[src/rtl/core/jtc_pkg.sv]
// shared types, constants and codes for the joystick teleop controller
`default_nettype none

package jtc_pkg;

   // joystick axes
   localparam int NUM_AXES = 6;
   localparam int AXIS_W   = 10;

   // fixed axis slots
   localparam int AXIS_ZERO  = 0;
   localparam int AXIS_ONE   = 1;
   localparam int AXIS_TWO   = 2;
   localparam int AXIS_THREE = 3;
   localparam int AXIS_FOUR  = 4;
   localparam int AXIS_FIVE  = 5;

   // stick thresholds
   localparam logic [AXIS_W-1:0] JOG_HIGH = 10'd550;
   localparam logic [AXIS_W-1:0] JOG_LOW  = 10'd450;

   // joint limits in whole degrees, sub-degree steps per degree
   localparam logic [7:0] DEG_MAX    = 8'd180;
   localparam logic [6:0] STEP_TOP   = 7'd99;

   // direct servo scale: axis * 180 / 1024 == (axis * 45) >> 8
   localparam logic [5:0] SERVO_MUL = 6'd45;

   // track duty reciprocals, result is (d * k) >> 18, exact over the stick range
   localparam int          DUTY_SHIFT = 18;
   localparam logic [17:0] DUTY_K_FWD = 18'd141325; // 255 / 473
   localparam logic [17:0] DUTY_K_REV = 18'd148549; // 255 / 450

   // packet modes
   localparam logic MODE_ARM   = 1'b0;
   localparam logic MODE_DRIVE = 1'b1;

   typedef logic [AXIS_W-1:0] axis_type;
   typedef axis_type [NUM_AXES-1:0] axes_type;

   typedef enum logic [1:0] {
      DIR_STOP = 2'd0,
      DIR_FWD  = 2'd1,
      DIR_REV  = 2'd2
   } dir_type;

   // joint position kept as whole degrees plus hundredths
   typedef struct packed {
      logic [7:0] deg;
      logic [6:0] frac;
   } joint_type;

   // per-pass control from the pipeline to the state units
   typedef struct packed {
      logic step;
      logic fresh;
      logic mode;
   } ctrl_type;

   typedef struct packed {
      logic [7:0] root_deg;
      logic [7:0] arm_a_deg;
      logic [7:0] arm_b_deg;
      logic [7:0] wrist_b_deg;
      logic [7:0] wrist_a;
      logic [7:0] gripper;
   } arm_out_type;

   typedef struct packed {
      logic [7:0] duty;
      dir_type    dir;
   } track_out_type;

endpackage

`default_nettype wire

[src/rtl/core/joystick_teleop_controller.sv]
// top level: input register, held packet and result handshake
// a transaction advances out of the input register into the state registers
// throughput: one transaction per cycle with rsp_tready high, the input register refills
// while a result waits; the joint, servo and track state registers are the result register
// reset (synchronous, active high) empties the pipeline, clears the held packet
// and puts the joints at 90, 40, 20 and 90 degrees, direct servos at 90, tracks stopped
`default_nettype none

module joystick_teleop_controller (
   input  wire logic        clock,
   input  wire logic        reset,
   input  wire logic        req_tvalid,
   output logic             req_tready,
   input  wire logic [63:0] req_tdata,  // axis_zero .. axis_five, 10 bits each, zero fill
   input  wire logic [1:0]  req_tuser,  // fresh, mode
   output logic             rsp_tvalid,
   input  wire logic        rsp_tready,
   output logic [79:0]      rsp_tdata   // root_angle, arm_a_first_angle, arm_a_second_angle,
                                        // arm_b_angle, wrist_a_angle, wrist_b_angle,
                                        // gripper_angle, left_duty, left_dir, right_duty,
                                        // right_dir, zero fill
);

   logic                  in_valid_ff, in_valid_in;
   jtc_pkg::axes_type     in_axes_ff;
   logic                  in_fresh_ff;
   logic                  in_mode_ff;
   logic                  rsp_valid_ff, rsp_valid_in;
   logic                  held_mode_ff, held_mode_in;
   jtc_pkg::axes_type     held_axes_ff, held_axes_in;
   logic                  advance;
   logic                  req_take;
   jtc_pkg::ctrl_type     ctrl;
   jtc_pkg::axes_type     use_axes;
   jtc_pkg::arm_out_type  arm_angles;
   jtc_pkg::track_out_type left_track;
   jtc_pkg::track_out_type right_track;

   // pipeline handshake
   assign advance    = in_valid_ff && (!rsp_valid_ff || rsp_tready);
   assign req_tready = !in_valid_ff || advance;
   assign req_take   = req_tvalid && req_tready;

   always_comb begin
      in_valid_in = in_valid_ff;
      if (req_take) begin
         in_valid_in = 1'b1;
      end else if (advance) begin
         in_valid_in = 1'b0;
      end
      rsp_valid_in = rsp_valid_ff;
      if (advance) begin
         rsp_valid_in = 1'b1;
      end else if (rsp_tready) begin
         rsp_valid_in = 1'b0;
      end
   end

   always_ff @(posedge clock) begin
      if (reset) begin
         in_valid_ff  <= 1'b0;
         rsp_valid_ff <= 1'b0;
      end else begin
         in_valid_ff  <= in_valid_in;
         rsp_valid_ff <= rsp_valid_in;
      end
   end

   // input register payload
   always_ff @(posedge clock) begin
      if (req_take) begin
         in_axes_ff  <= jtc_pkg::axes_type'(req_tdata[jtc_pkg::NUM_AXES*jtc_pkg::AXIS_W-1:0]);
         in_fresh_ff <= req_tuser[0];
         in_mode_ff  <= req_tuser[1];
      end
   end

   // a fresh packet is used in its own pass and kept for later ones
   assign use_axes   = in_fresh_ff ? in_axes_ff : held_axes_ff;
   assign ctrl.step  = advance;
   assign ctrl.fresh = in_fresh_ff;
   assign ctrl.mode  = in_fresh_ff ? in_mode_ff : held_mode_ff;

   always_comb begin
      held_mode_in = held_mode_ff;
      held_axes_in = held_axes_ff;
      if (advance && in_fresh_ff) begin
         held_mode_in = in_mode_ff;
         held_axes_in = in_axes_ff;
      end
   end

   always_ff @(posedge clock) begin
      if (reset) begin
         held_mode_ff <= jtc_pkg::MODE_ARM;
         held_axes_ff <= '0;
      end else begin
         held_mode_ff <= held_mode_in;
         held_axes_ff <= held_axes_in;
      end
   end

   jtc_arm u_arm (
      .clock  (clock),
      .reset  (reset),
      .ctrl   (ctrl),
      .axes   (use_axes),
      .angles (arm_angles)
   );

   jtc_track u_left (
      .clock (clock),
      .reset (reset),
      .ctrl  (ctrl),
      .axis  (use_axes[jtc_pkg::AXIS_ZERO]),
      .track (left_track)
   );

   jtc_track u_right (
      .clock (clock),
      .reset (reset),
      .ctrl  (ctrl),
      .axis  (use_axes[jtc_pkg::AXIS_TWO]),
      .track (right_track)
   );

   // result packing, mirrored servos read 180 minus the joint angle
   assign rsp_tvalid = rsp_valid_ff;
   assign rsp_tdata  = {4'd0,
                        right_track.dir,
                        right_track.duty,
                        left_track.dir,
                        left_track.duty,
                        arm_angles.gripper,
                        arm_angles.wrist_b_deg,
                        arm_angles.wrist_a,
                        jtc_pkg::DEG_MAX - arm_angles.arm_b_deg,
                        jtc_pkg::DEG_MAX - arm_angles.arm_a_deg,
                        arm_angles.arm_a_deg,
                        arm_angles.root_deg};

endmodule

`default_nettype wire

[src/rtl/core/jtc_arm.sv]
// arm joint jog state and directly driven servos
`default_nettype none

module jtc_arm (
   input  wire logic              clock,
   input  wire logic              reset,
   input  wire jtc_pkg::ctrl_type ctrl,
   input  wire jtc_pkg::axes_type axes,
   output jtc_pkg::arm_out_type   angles
);

   jtc_pkg::joint_type root_ff, root_in;
   jtc_pkg::joint_type arm_a_ff, arm_a_in;
   jtc_pkg::joint_type arm_b_ff, arm_b_in;
   jtc_pkg::joint_type wrist_b_ff, wrist_b_in;
   logic [7:0]         wrist_a_ff, wrist_a_in;
   logic [7:0]         gripper_ff, gripper_in;
   logic               update;

   // one step up or down with saturation at 0 and 180 degrees
   function automatic jtc_pkg::joint_type jog(jtc_pkg::joint_type pos,
                                              jtc_pkg::axis_type axis);
      jtc_pkg::joint_type nxt;
      nxt = pos;
      if (axis >= jtc_pkg::JOG_HIGH) begin
         if (pos.deg != jtc_pkg::DEG_MAX) begin
            if (pos.frac == jtc_pkg::STEP_TOP) begin
               nxt.deg  = pos.deg + 8'd1;
               nxt.frac = 7'd0;
            end else begin
               nxt.frac = pos.frac + 7'd1;
            end
         end
      end else if (axis <= jtc_pkg::JOG_LOW) begin
         if (pos.frac != 7'd0) begin
            nxt.frac = pos.frac - 7'd1;
         end else if (pos.deg != 8'd0) begin
            nxt.deg  = pos.deg - 8'd1;
            nxt.frac = jtc_pkg::STEP_TOP;
         end
      end
      return nxt;
   endfunction

   // axis * 180 / 1024, truncated
   function automatic logic [7:0] scale_servo(jtc_pkg::axis_type axis);
      logic [15:0] prod;
      prod = 16'(axis) * 16'(jtc_pkg::SERVO_MUL);
      return prod[15:8];
   endfunction

   assign update = ctrl.step && (ctrl.mode == jtc_pkg::MODE_ARM);

   // next joint state
   always_comb begin
      root_in    = root_ff;
      arm_a_in   = arm_a_ff;
      arm_b_in   = arm_b_ff;
      wrist_b_in = wrist_b_ff;
      wrist_a_in = wrist_a_ff;
      gripper_in = gripper_ff;
      if (update) begin
         root_in    = jog(root_ff, axes[jtc_pkg::AXIS_ONE]);
         arm_a_in   = jog(arm_a_ff, axes[jtc_pkg::AXIS_ZERO]);
         arm_b_in   = jog(arm_b_ff, axes[jtc_pkg::AXIS_TWO]);
         wrist_b_in = jog(wrist_b_ff, axes[jtc_pkg::AXIS_THREE]);
         wrist_a_in = scale_servo(axes[jtc_pkg::AXIS_FIVE]);
         gripper_in = scale_servo(axes[jtc_pkg::AXIS_FOUR]);
      end
   end

   // joint registers
   always_ff @(posedge clock) begin
      if (reset) begin
         root_ff    <= '{deg: 8'd90, frac: 7'd0};
         arm_a_ff   <= '{deg: 8'd40, frac: 7'd0};
         arm_b_ff   <= '{deg: 8'd20, frac: 7'd0};
         wrist_b_ff <= '{deg: 8'd90, frac: 7'd0};
         wrist_a_ff <= 8'd90;
         gripper_ff <= 8'd90;
      end else begin
         root_ff    <= root_in;
         arm_a_ff   <= arm_a_in;
         arm_b_ff   <= arm_b_in;
         wrist_b_ff <= wrist_b_in;
         wrist_a_ff <= wrist_a_in;
         gripper_ff <= gripper_in;
      end
   end

   assign angles.root_deg    = root_ff.deg;
   assign angles.arm_a_deg   = arm_a_ff.deg;
   assign angles.arm_b_deg   = arm_b_ff.deg;
   assign angles.wrist_b_deg = wrist_b_ff.deg;
   assign angles.wrist_a     = wrist_a_ff;
   assign angles.gripper     = gripper_ff;

endmodule

`default_nettype wire

[src/rtl/core/jtc_track.sv]
// one track channel: deadband, linear duty map and direction
`default_nettype none

module jtc_track (
   input  wire logic              clock,
   input  wire logic              reset,
   input  wire jtc_pkg::ctrl_type ctrl,
   input  wire jtc_pkg::axis_type axis,
   output jtc_pkg::track_out_type track
);

   logic [7:0]       duty_ff, duty_in;
   jtc_pkg::dir_type dir_ff, dir_in;
   logic [8:0]       delta;
   logic [17:0]      recip;
   logic [26:0]      prod;
   logic             update;

   assign update = ctrl.step && ctrl.fresh && (ctrl.mode == jtc_pkg::MODE_DRIVE);

   // distance from the deadband edge and the matching reciprocal
   always_comb begin
      delta = 9'd0;
      recip = jtc_pkg::DUTY_K_FWD;
      if (axis > jtc_pkg::JOG_HIGH) begin
         delta = 9'(axis - jtc_pkg::JOG_HIGH);
         recip = jtc_pkg::DUTY_K_FWD;
      end else if (axis < jtc_pkg::JOG_LOW) begin
         delta = 9'(jtc_pkg::JOG_LOW - axis);
         recip = jtc_pkg::DUTY_K_REV;
      end
   end

   assign prod = 27'(delta) * 27'(recip);

   // next duty and direction
   always_comb begin
      duty_in = duty_ff;
      dir_in  = dir_ff;
      if (update) begin
         duty_in = prod[jtc_pkg::DUTY_SHIFT +: 8];
         if (axis > jtc_pkg::JOG_HIGH) begin
            dir_in = jtc_pkg::DIR_FWD;
         end else if (axis < jtc_pkg::JOG_LOW) begin
            dir_in = jtc_pkg::DIR_REV;
         end else begin
            dir_in = jtc_pkg::DIR_STOP;
         end
      end
   end

   always_ff @(posedge clock) begin
      if (reset) begin
         duty_ff <= 8'd0;
         dir_ff  <= jtc_pkg::DIR_STOP;
      end else begin
         duty_ff <= duty_in;
         dir_ff  <= dir_in;
      end
   end

   assign track.duty = duty_ff;
   assign track.dir  = dir_ff;

endmodule

`default_nettype wire

[config.mk]
export PLATFORM = sky130hd
export DESIGN_NAME = joystick_teleop_controller
export DESIGN_NICKNAME = d
export VERILOG_FILES = /design/src/rtl/core/jtc_pkg.sv /design/src/rtl/core/joystick_teleop_controller.sv /design/src/rtl/core/jtc_arm.sv /design/src/rtl/core/jtc_track.sv
export SDC_FILE = /design/constraint.sdc
export NUM_CORES = 1
export LEC_CHECK = 0
export ABC_AREA = 1
export BUFFER_PORTS_ARGS = -buffer_cell sky130_fd_sc_hd__buf_2
export CELL_PAD_IN_SITES_DETAIL_PLACEMENT = 1
export CELL_PAD_IN_SITES_GLOBAL_PLACEMENT = 1
export CORE_ASPECT_RATIO = 1.25
export CORE_MARGIN = 2
export CORE_UTILIZATION = 51
export CTS_BUF_LIST = sky130_fd_sc_hd__clkbuf_8
export DETAILED_ROUTE_END_ITERATION = 10
export GPL_TIMING_DRIVEN = 1
export PLACE_DENSITY_LB_ADDON = 0.1
export SLEW_MARGIN = 0
export SYNTH_ARGS = -nofsm -noshare
export SYNTH_HDL_FRONTEND = slang
export SYNTH_SLANG_ARGS = --single-unit
[constraint.sdc]
create_clock -name clock -period 9.9 [get_ports clock]
set_input_delay 0.99 -clock clock [delete_from_list [all_inputs] [get_ports clock]]
set_output_delay 0.99 -clock clock [all_outputs]
set_load 0.05 [all_outputs]
# Yosys cells after proc, flatten, opt, wreduce, memory -nomap -nowiden
# Cells that the tools add are included.
# op_classes
mux,50
n_reduce_logical,39
magnitude_cmp,12
n_div,0
n_shift,0
mul,4
eq_ne,20
n_bitwise,1
add_sub_neg,22
# op_table
op,count
$mux 15,18
$mux 8,8
$mux 60,1
$mux 7,8
$mul 9x18->26,2
$ge 10x10->1 const B,4
$le 10x9->1 const B,4
$mux 18,2
$mux 9,4
$add 8x1->8 const B,4
$mul 10x6->16 const B,2
$ne 8x8->1 const B,4
$reduce_bool 8->1,4
$sub 8x1->8 const B,4
$add 7x1->7 const B,4
$eq 7x7->1 const B,4
$reduce_bool 7->1,4
$sub 7x1->7 const B,4
$reduce_and 6->1,4
$gt 10x10->1 const B,2
$lt 10x9->1 const B,2
$reduce_bool 2->1,10
$sub 9x6->9 const B,2
$sub 9x9->9 const A,2
other kinds (11),41
# word_totals
ff_bits,221
in_bits,70
mem_bits_rw,0
rom_bits,0
n_memories,0
latch_bits,0
output_inout_bits,82

# Logic depth before layout (Yosys ltp)
# depth
depth_word,6
ltp_mapped,36

# By module
# A second synthesis with hierarchy kept.
# hier_totals
hier_cells,2963
area_unflattened_um2,21480.6
# modules_own_cells
mod,seq_area_each_um2,instances,cells_each,area_per_inst_um2
jtc_arm,1521.5,1,1257,8584.5
joystick_teleop_controller,3123.0,1,665,5472.7
jtc_track at u_right,200.2,1,527,3719.8
jtc_track at u_left,200.2,1,514,3703.6

# Worst setup path before layout
# OpenSTA, ideal clock, no wires.
# synth_path
path_type,register to register
from,register in_fresh_ff
to,register u_right.duty_ff[7]
stages_incl_launch_ff,30
path_slack_ps,4492
t_required_ps,9791
arrival_ps,5299
synth_period_minus_slack_ps,5408
n_path_buf,2
setup_time_ps,109
path_cell_list,edfxtp_1 buf_6 o21ai_1 ha_1 nand2_1 nor2_1 nand3_2 nand3_1 buf_2 inv_1 nand2_1 inv_1 ha_1 fa_1 fa_1 inv_1 fa_1 inv_1 ha_1 nand2_1 nor2_1 nand2_1 nor3b_1 nor2_1 nand3b_1 nand2_1 nand3_1 nand3_1 nand2_1 inv_1
# synth_via
elab_chain_cells,5
# synth_rtl
item,line,rtl
start: declaration,joystick_teleop_controller.sv:26,logic in_fresh_ff;
start signal: assignment,joystick_teleop_controller.sv:73,in_fresh_ff <= req_tuser[0];
$mux 60,joystick_teleop_controller.sv:79,assign use_axes = in_fresh_ff ? in_axes_ff : held_axes_ff;
$sub 9x9->9 / $lt 10x9->1 (equally long branches),"jtc_track.sv:29, jtc_track.sv:28",
$mux 9 / $mux 15 (equally long branches),jtc_track.sv:28,end else if (axis < jtc_pkg::JOG_LOW) begin
$mux 9 / $mux 18 (equally long branches),jtc_track.sv:25,if (axis > jtc_pkg::JOG_HIGH) begin
$mul 9x18->26,jtc_track.sv:34,assign prod = 27'(delta) * 27'(recip);
end signal: assignment,jtc_track.sv:57,duty_ff <= duty_in;
end: declaration,jtc_track.sv:12,"logic [7:0] duty_ff, duty_in;"
# Parallel ways exist; a longest one is shown, timed or not.
# A chain may end at the register's enable or synchronous reset.

# Final worst setup path
# Ends and elaborated chain as after synthesis.

==> run_results.csv <==
group,metric,value,unit
outcome,status,"completed",
grt,antenna_found_initial,2,
place,io_buffers,143,
yosys,synth_area_leader_cell,"dfxtp_1",
clock_tree,cts_hold_buffers,0,
worst_setup_path,rr_endpoint,"u_right.duty_ff[7]$_SDFFE_PP0P_",
worst_setup_path,crit_fanout,36,
place,place_congestion,0.902,
power_and_ir_drop,p_per_area,195,nW/µm²
min_path,min_to,"held_axes_ff[38]$_SDFFE_PP0P_",
yosys,synth_edf_count,62,
power_and_ir_drop,clockPowerShare,0.199,
sta,hold_viol_final,0,
worst_setup_path,cp.buffers_inverters,7,
sta,finalCritPeriodShare,0.692,
floorplan,die_area,41000,µm²
sta,fmaxAchievable,146,MHz
clock_tree,clk_latency,0.58,ns
route,dr_total_vias,17700,
sta,worst_pin_slew,0.983,ns
power_and_ir_drop,p_comb_frac,0.557,
grt,grt_max_degree,83,
worst_setup_path,cp.arrival,7.31,ns
clock_tree,cts_setup_buffers,0,
min_path,worstHoldPathCells,2,
route,firstDrtPassIters,5,
clock_tree,h-tree-depth,2,
clock_tree,clk_pin_slew_worst_paths,0.06,ns
cells_and_area,final_nets,3181,
min_path,min_path_type,"flop to flop",
worst_setup_path,cp.depth,28,
floorplan,die_h,226,µm
yosys,synthTopCellsByCount,"nand2_1, inv_1, ha_1",
floorplan,row_count,81,
yosys,synth_async_sr_flop_share,0,
worst_setup_path,cp_slowest_stage_delay,0.65,ns
clock_tree,cts_root_buf,"clkbuf_8",
worst_setup_path,crit_required,10.36,ns
yosys,yosys.area.top_type_share,0.159,
yosys,synth.area.top_cells,"dfxtp_1, ha_1, fa_1, edfxtp_1, nand2_1",
power_and_ir_drop,swShare,0.472,
yosys,avgSynthCellArea,7.53,µm²
worst_setup_path,worst_path_max_delay_cell,"edfxtp_1",
yosys,ys.warnings.count,0,
power_and_ir_drop,p_leak,11.2,nW
route,route.detailed.wl_per_inst,16.9,µm
clock_tree,post_cts_resized,0,
sta,tns,0,ns
min_path,worstHoldStart,"held_axes_ff[38]$_SDFFE_PP0P_",
worst_setup_path,crit_type,"flop to flop",
clock_tree,cts_tree,"yes",
worst_setup_path,reg2reg_from,"in_fresh_ff$_DFFE_PP_",
route,drt-total-wl,55700,µm
cells_and_area,syn2layout_area_growth,7.69,%
route,first_iter_violations,575,
sta,layout_min_cycle_time,6.85,ns
clock_tree,clockBufferDepth,3,
power_and_ir_drop,seqPwrFrac,0.244,
floorplan,ios,152,
floorplan,die_width,181,µm
sta,finalSetupViolCount,0,
yosys,ys.flop_type,"dfxtp_1",
sta,finClkSkew,0.0278,ns
worst_setup_path,worstRegToRegCells,28,
yosys,ys_seq_area_frac,0.251,
clock_tree,numCtsBuffers,41,
floorplan,core,39000,µm²
run,maxCapViolations,0,
sta,slew_viol_final,0,
place,dpl.hpwl,44000,µm
yosys,netlist_instances,2664,
grt,grt_pass1_vias,19100,
grt,grt_use_total,0.275,
power_and_ir_drop,p_sw,0.00199,W
grt,grt_pass1_wl,92000,µm
grt,grt_overflow,0,
cells_and_area,drive_above_1_share,0.109,
place,place_inst,3216,
worst_setup_path,crit_family,"adder cells",
clock_tree,cts_sinks,221,
power_and_ir_drop,internal_power,0.00222,W
floorplan,start_util,0.514,
route,vias_per_cell,5.38,
cells_and_area,fin_cells,3293,
power_and_ir_drop,ir_drop,0.000109,V
sta,rsz0062_at_grt,"no",
worst_setup_path,path_common_cell,"nand2_1",
sta,max_slew_margin,0.345,
worst_setup_path,cp-end-kind,"flop",
yosys,ys_seq_elements,221,
route,ant_nets,0,
sta,worst_hold_slack,0.448,ns
route,drc,0,
worst_setup_path,r2r_setup_slack,3.05,ns
yosys,yosysUniqueCellTypes,57,
yosys,synth.most_common_cell,"nand2_1",
yosys,netlist_area,20100,µm²
worst_setup_path,start_kind,"flop",
-- per-stage QoR --
stage | area, µm² | power [W] | setup slack (ns) | utilization
after floorplan | 20100 | 0.00279 | 4.49 | -
after global placement | 20900 | 0.00324 | 3.12 | 0.534
after detailed placement | 20900 | 0.00338 | 3.01 | 0.534
after CTS | 21600 | 0.00425 | 2.99 | 0.554
after global routing | 21600 | 0.00463 | 2.32 | 0.554
final | 21600 | 0.00421 | 3.05 | 0.554
-- per-layer routing --
layer / wire [µm] / up-vias / track usage
li1: - / 8732 / -
met1: 23200 / 8581 / 0.312
met2: 29000 / 266 / 0.522
met3: 1440 / 127 / 0.0302
met4: 2090 / 2 / 0.114
met5: 13 / - / 0
-- worst max path at each step --
stage	startpoint	to	slack, ns
4_1_cts	in_fresh_ff$_DFFE_PP_	u_right.duty_ff[7]$_SDFFE_PP0P_	2.99
3_3_place_gp	in_fresh_ff$_DFFE_PP_	u_right.duty_ff[7]$_SDFFE_PP0P_	3.12
2_1_floorplan	in_fresh_ff$_DFFE_PP_	u_right.duty_ff[7]$_SDFFE_PP0P_	4.49
6_report	in_fresh_ff$_DFFE_PP_	u_right.duty_ff[7]$_SDFFE_PP0P_	3.05
3_5_place_dp	in_fresh_ff$_DFFE_PP_	u_right.duty_ff[7]$_SDFFE_PP0P_	3.01
5_1_grt	in_fresh_ff$_DFFE_PP_	u_right.duty_ff[7]$_SDFFE_PP0P_	2.32
-- registers in the layout, indices dropped and copies added (netlist names), 8 cells and up --
register / count
u_arm.angles: 32
u_arm.gripper_ff: 8
in_axes_ff: 60
held_axes_ff: 60
u_left.duty_ff: 8
u_right.duty_ff: 8
u_arm.wrist_a_ff: 8
-- cell usage in the layout (no fill, tap or decap), types with 7 or more instances in the layout --
| cell | synthesis | final |
|---|---|---|
| fa_1 | 96 | 96 |
| a211oi_1 | 7 | 7 |
| dfxtp_1 | 159 | 159 |
| a21o_1 | 11 | 11 |
| nand3_1 | 122 | 122 |
| clkinv_2 | 1 | 9 |
| a21oi_1 | 195 | 195 |
| o211ai_1 | 16 | 16 |
| inv_2 | 18 | 19 |
| nand2_1 | 483 | 483 |
| nand4_1 | 19 | 19 |
| o21ai_1 | 23 | 23 |
| nand2_2 | 23 | 23 |
| or2_2 | 14 | 14 |
| nor3_1 | 31 | 31 |
| ha_1 | 254 | 254 |
| o21ai_0 | 178 | 178 |
| o21bai_1 | 13 | 13 |
| o21ai_2 | 12 | 12 |
| buf_2 | 5 | 143 |
| nor2_1 | 197 | 196 |
| edfxtp_1 | 62 | 62 |
| clkbuf_8 | 0 | 45 |
| o21a_1 | 10 | 10 |
| xor2_1 | 60 | 60 |
| xnor2_1 | 14 | 14 |
| buf_4 | 49 | 11 |
| inv_1 | 472 | 484 |
-- worst min-delay path, delay by kind of cell (launching register included) --
kind                   cells  cell delay [ns]
DFF                        1             0.29
buffers and inverters      1             0.05
AOI/OAI and AO/OA          1             0.05
-- power groups by stage --
stage	registers, W	logic, W	clock network (W)
floorplan	0.00104	0.00175	0
global placement	0.00104	0.00220	0
detailed placement	0.00105	0.00233	0
CTS	0.00103	0.00236	0.000867
global route	0.00103	0.00269	0.000902
finish	0.00103	0.00235	0.000837
-- cell families (layout without fill, tap and decap cells) --
| kind of cell | Yosys count | in the layout | synth area share |
|---|---|---|---|
| AND/OR/NAND/NOR | 932 | 932 | 0.201 |
| buffers and inverters | 597 | 721 | 0.125 |
| AO/OA/AOI/OAI | 488 | 488 | 0.134 |
| adder cells (fa/ha/maj) | 350 | 350 | 0.254 |
| flip-flops | 221 | 221 | 0.251 |
| XOR/XNOR | 75 | 75 | 0.0334 |
| other | 1 | 8 | 0.000187 |
-- area by class of cell --
cell class                      count  area (µm²)
Clock buffer                       45         619
Fill cell                        5029       17400
Inverter                          492        1850
Timing Repair Buffer              154         798
Sequential cell                   221        5040
Antenna cell                        2        5.00
Multi-Input combinational cell   1851       12500
Tap cell                          498         623
Clock inverter                     30         136
No activity file was read; power rests on OpenSTA's default activity.
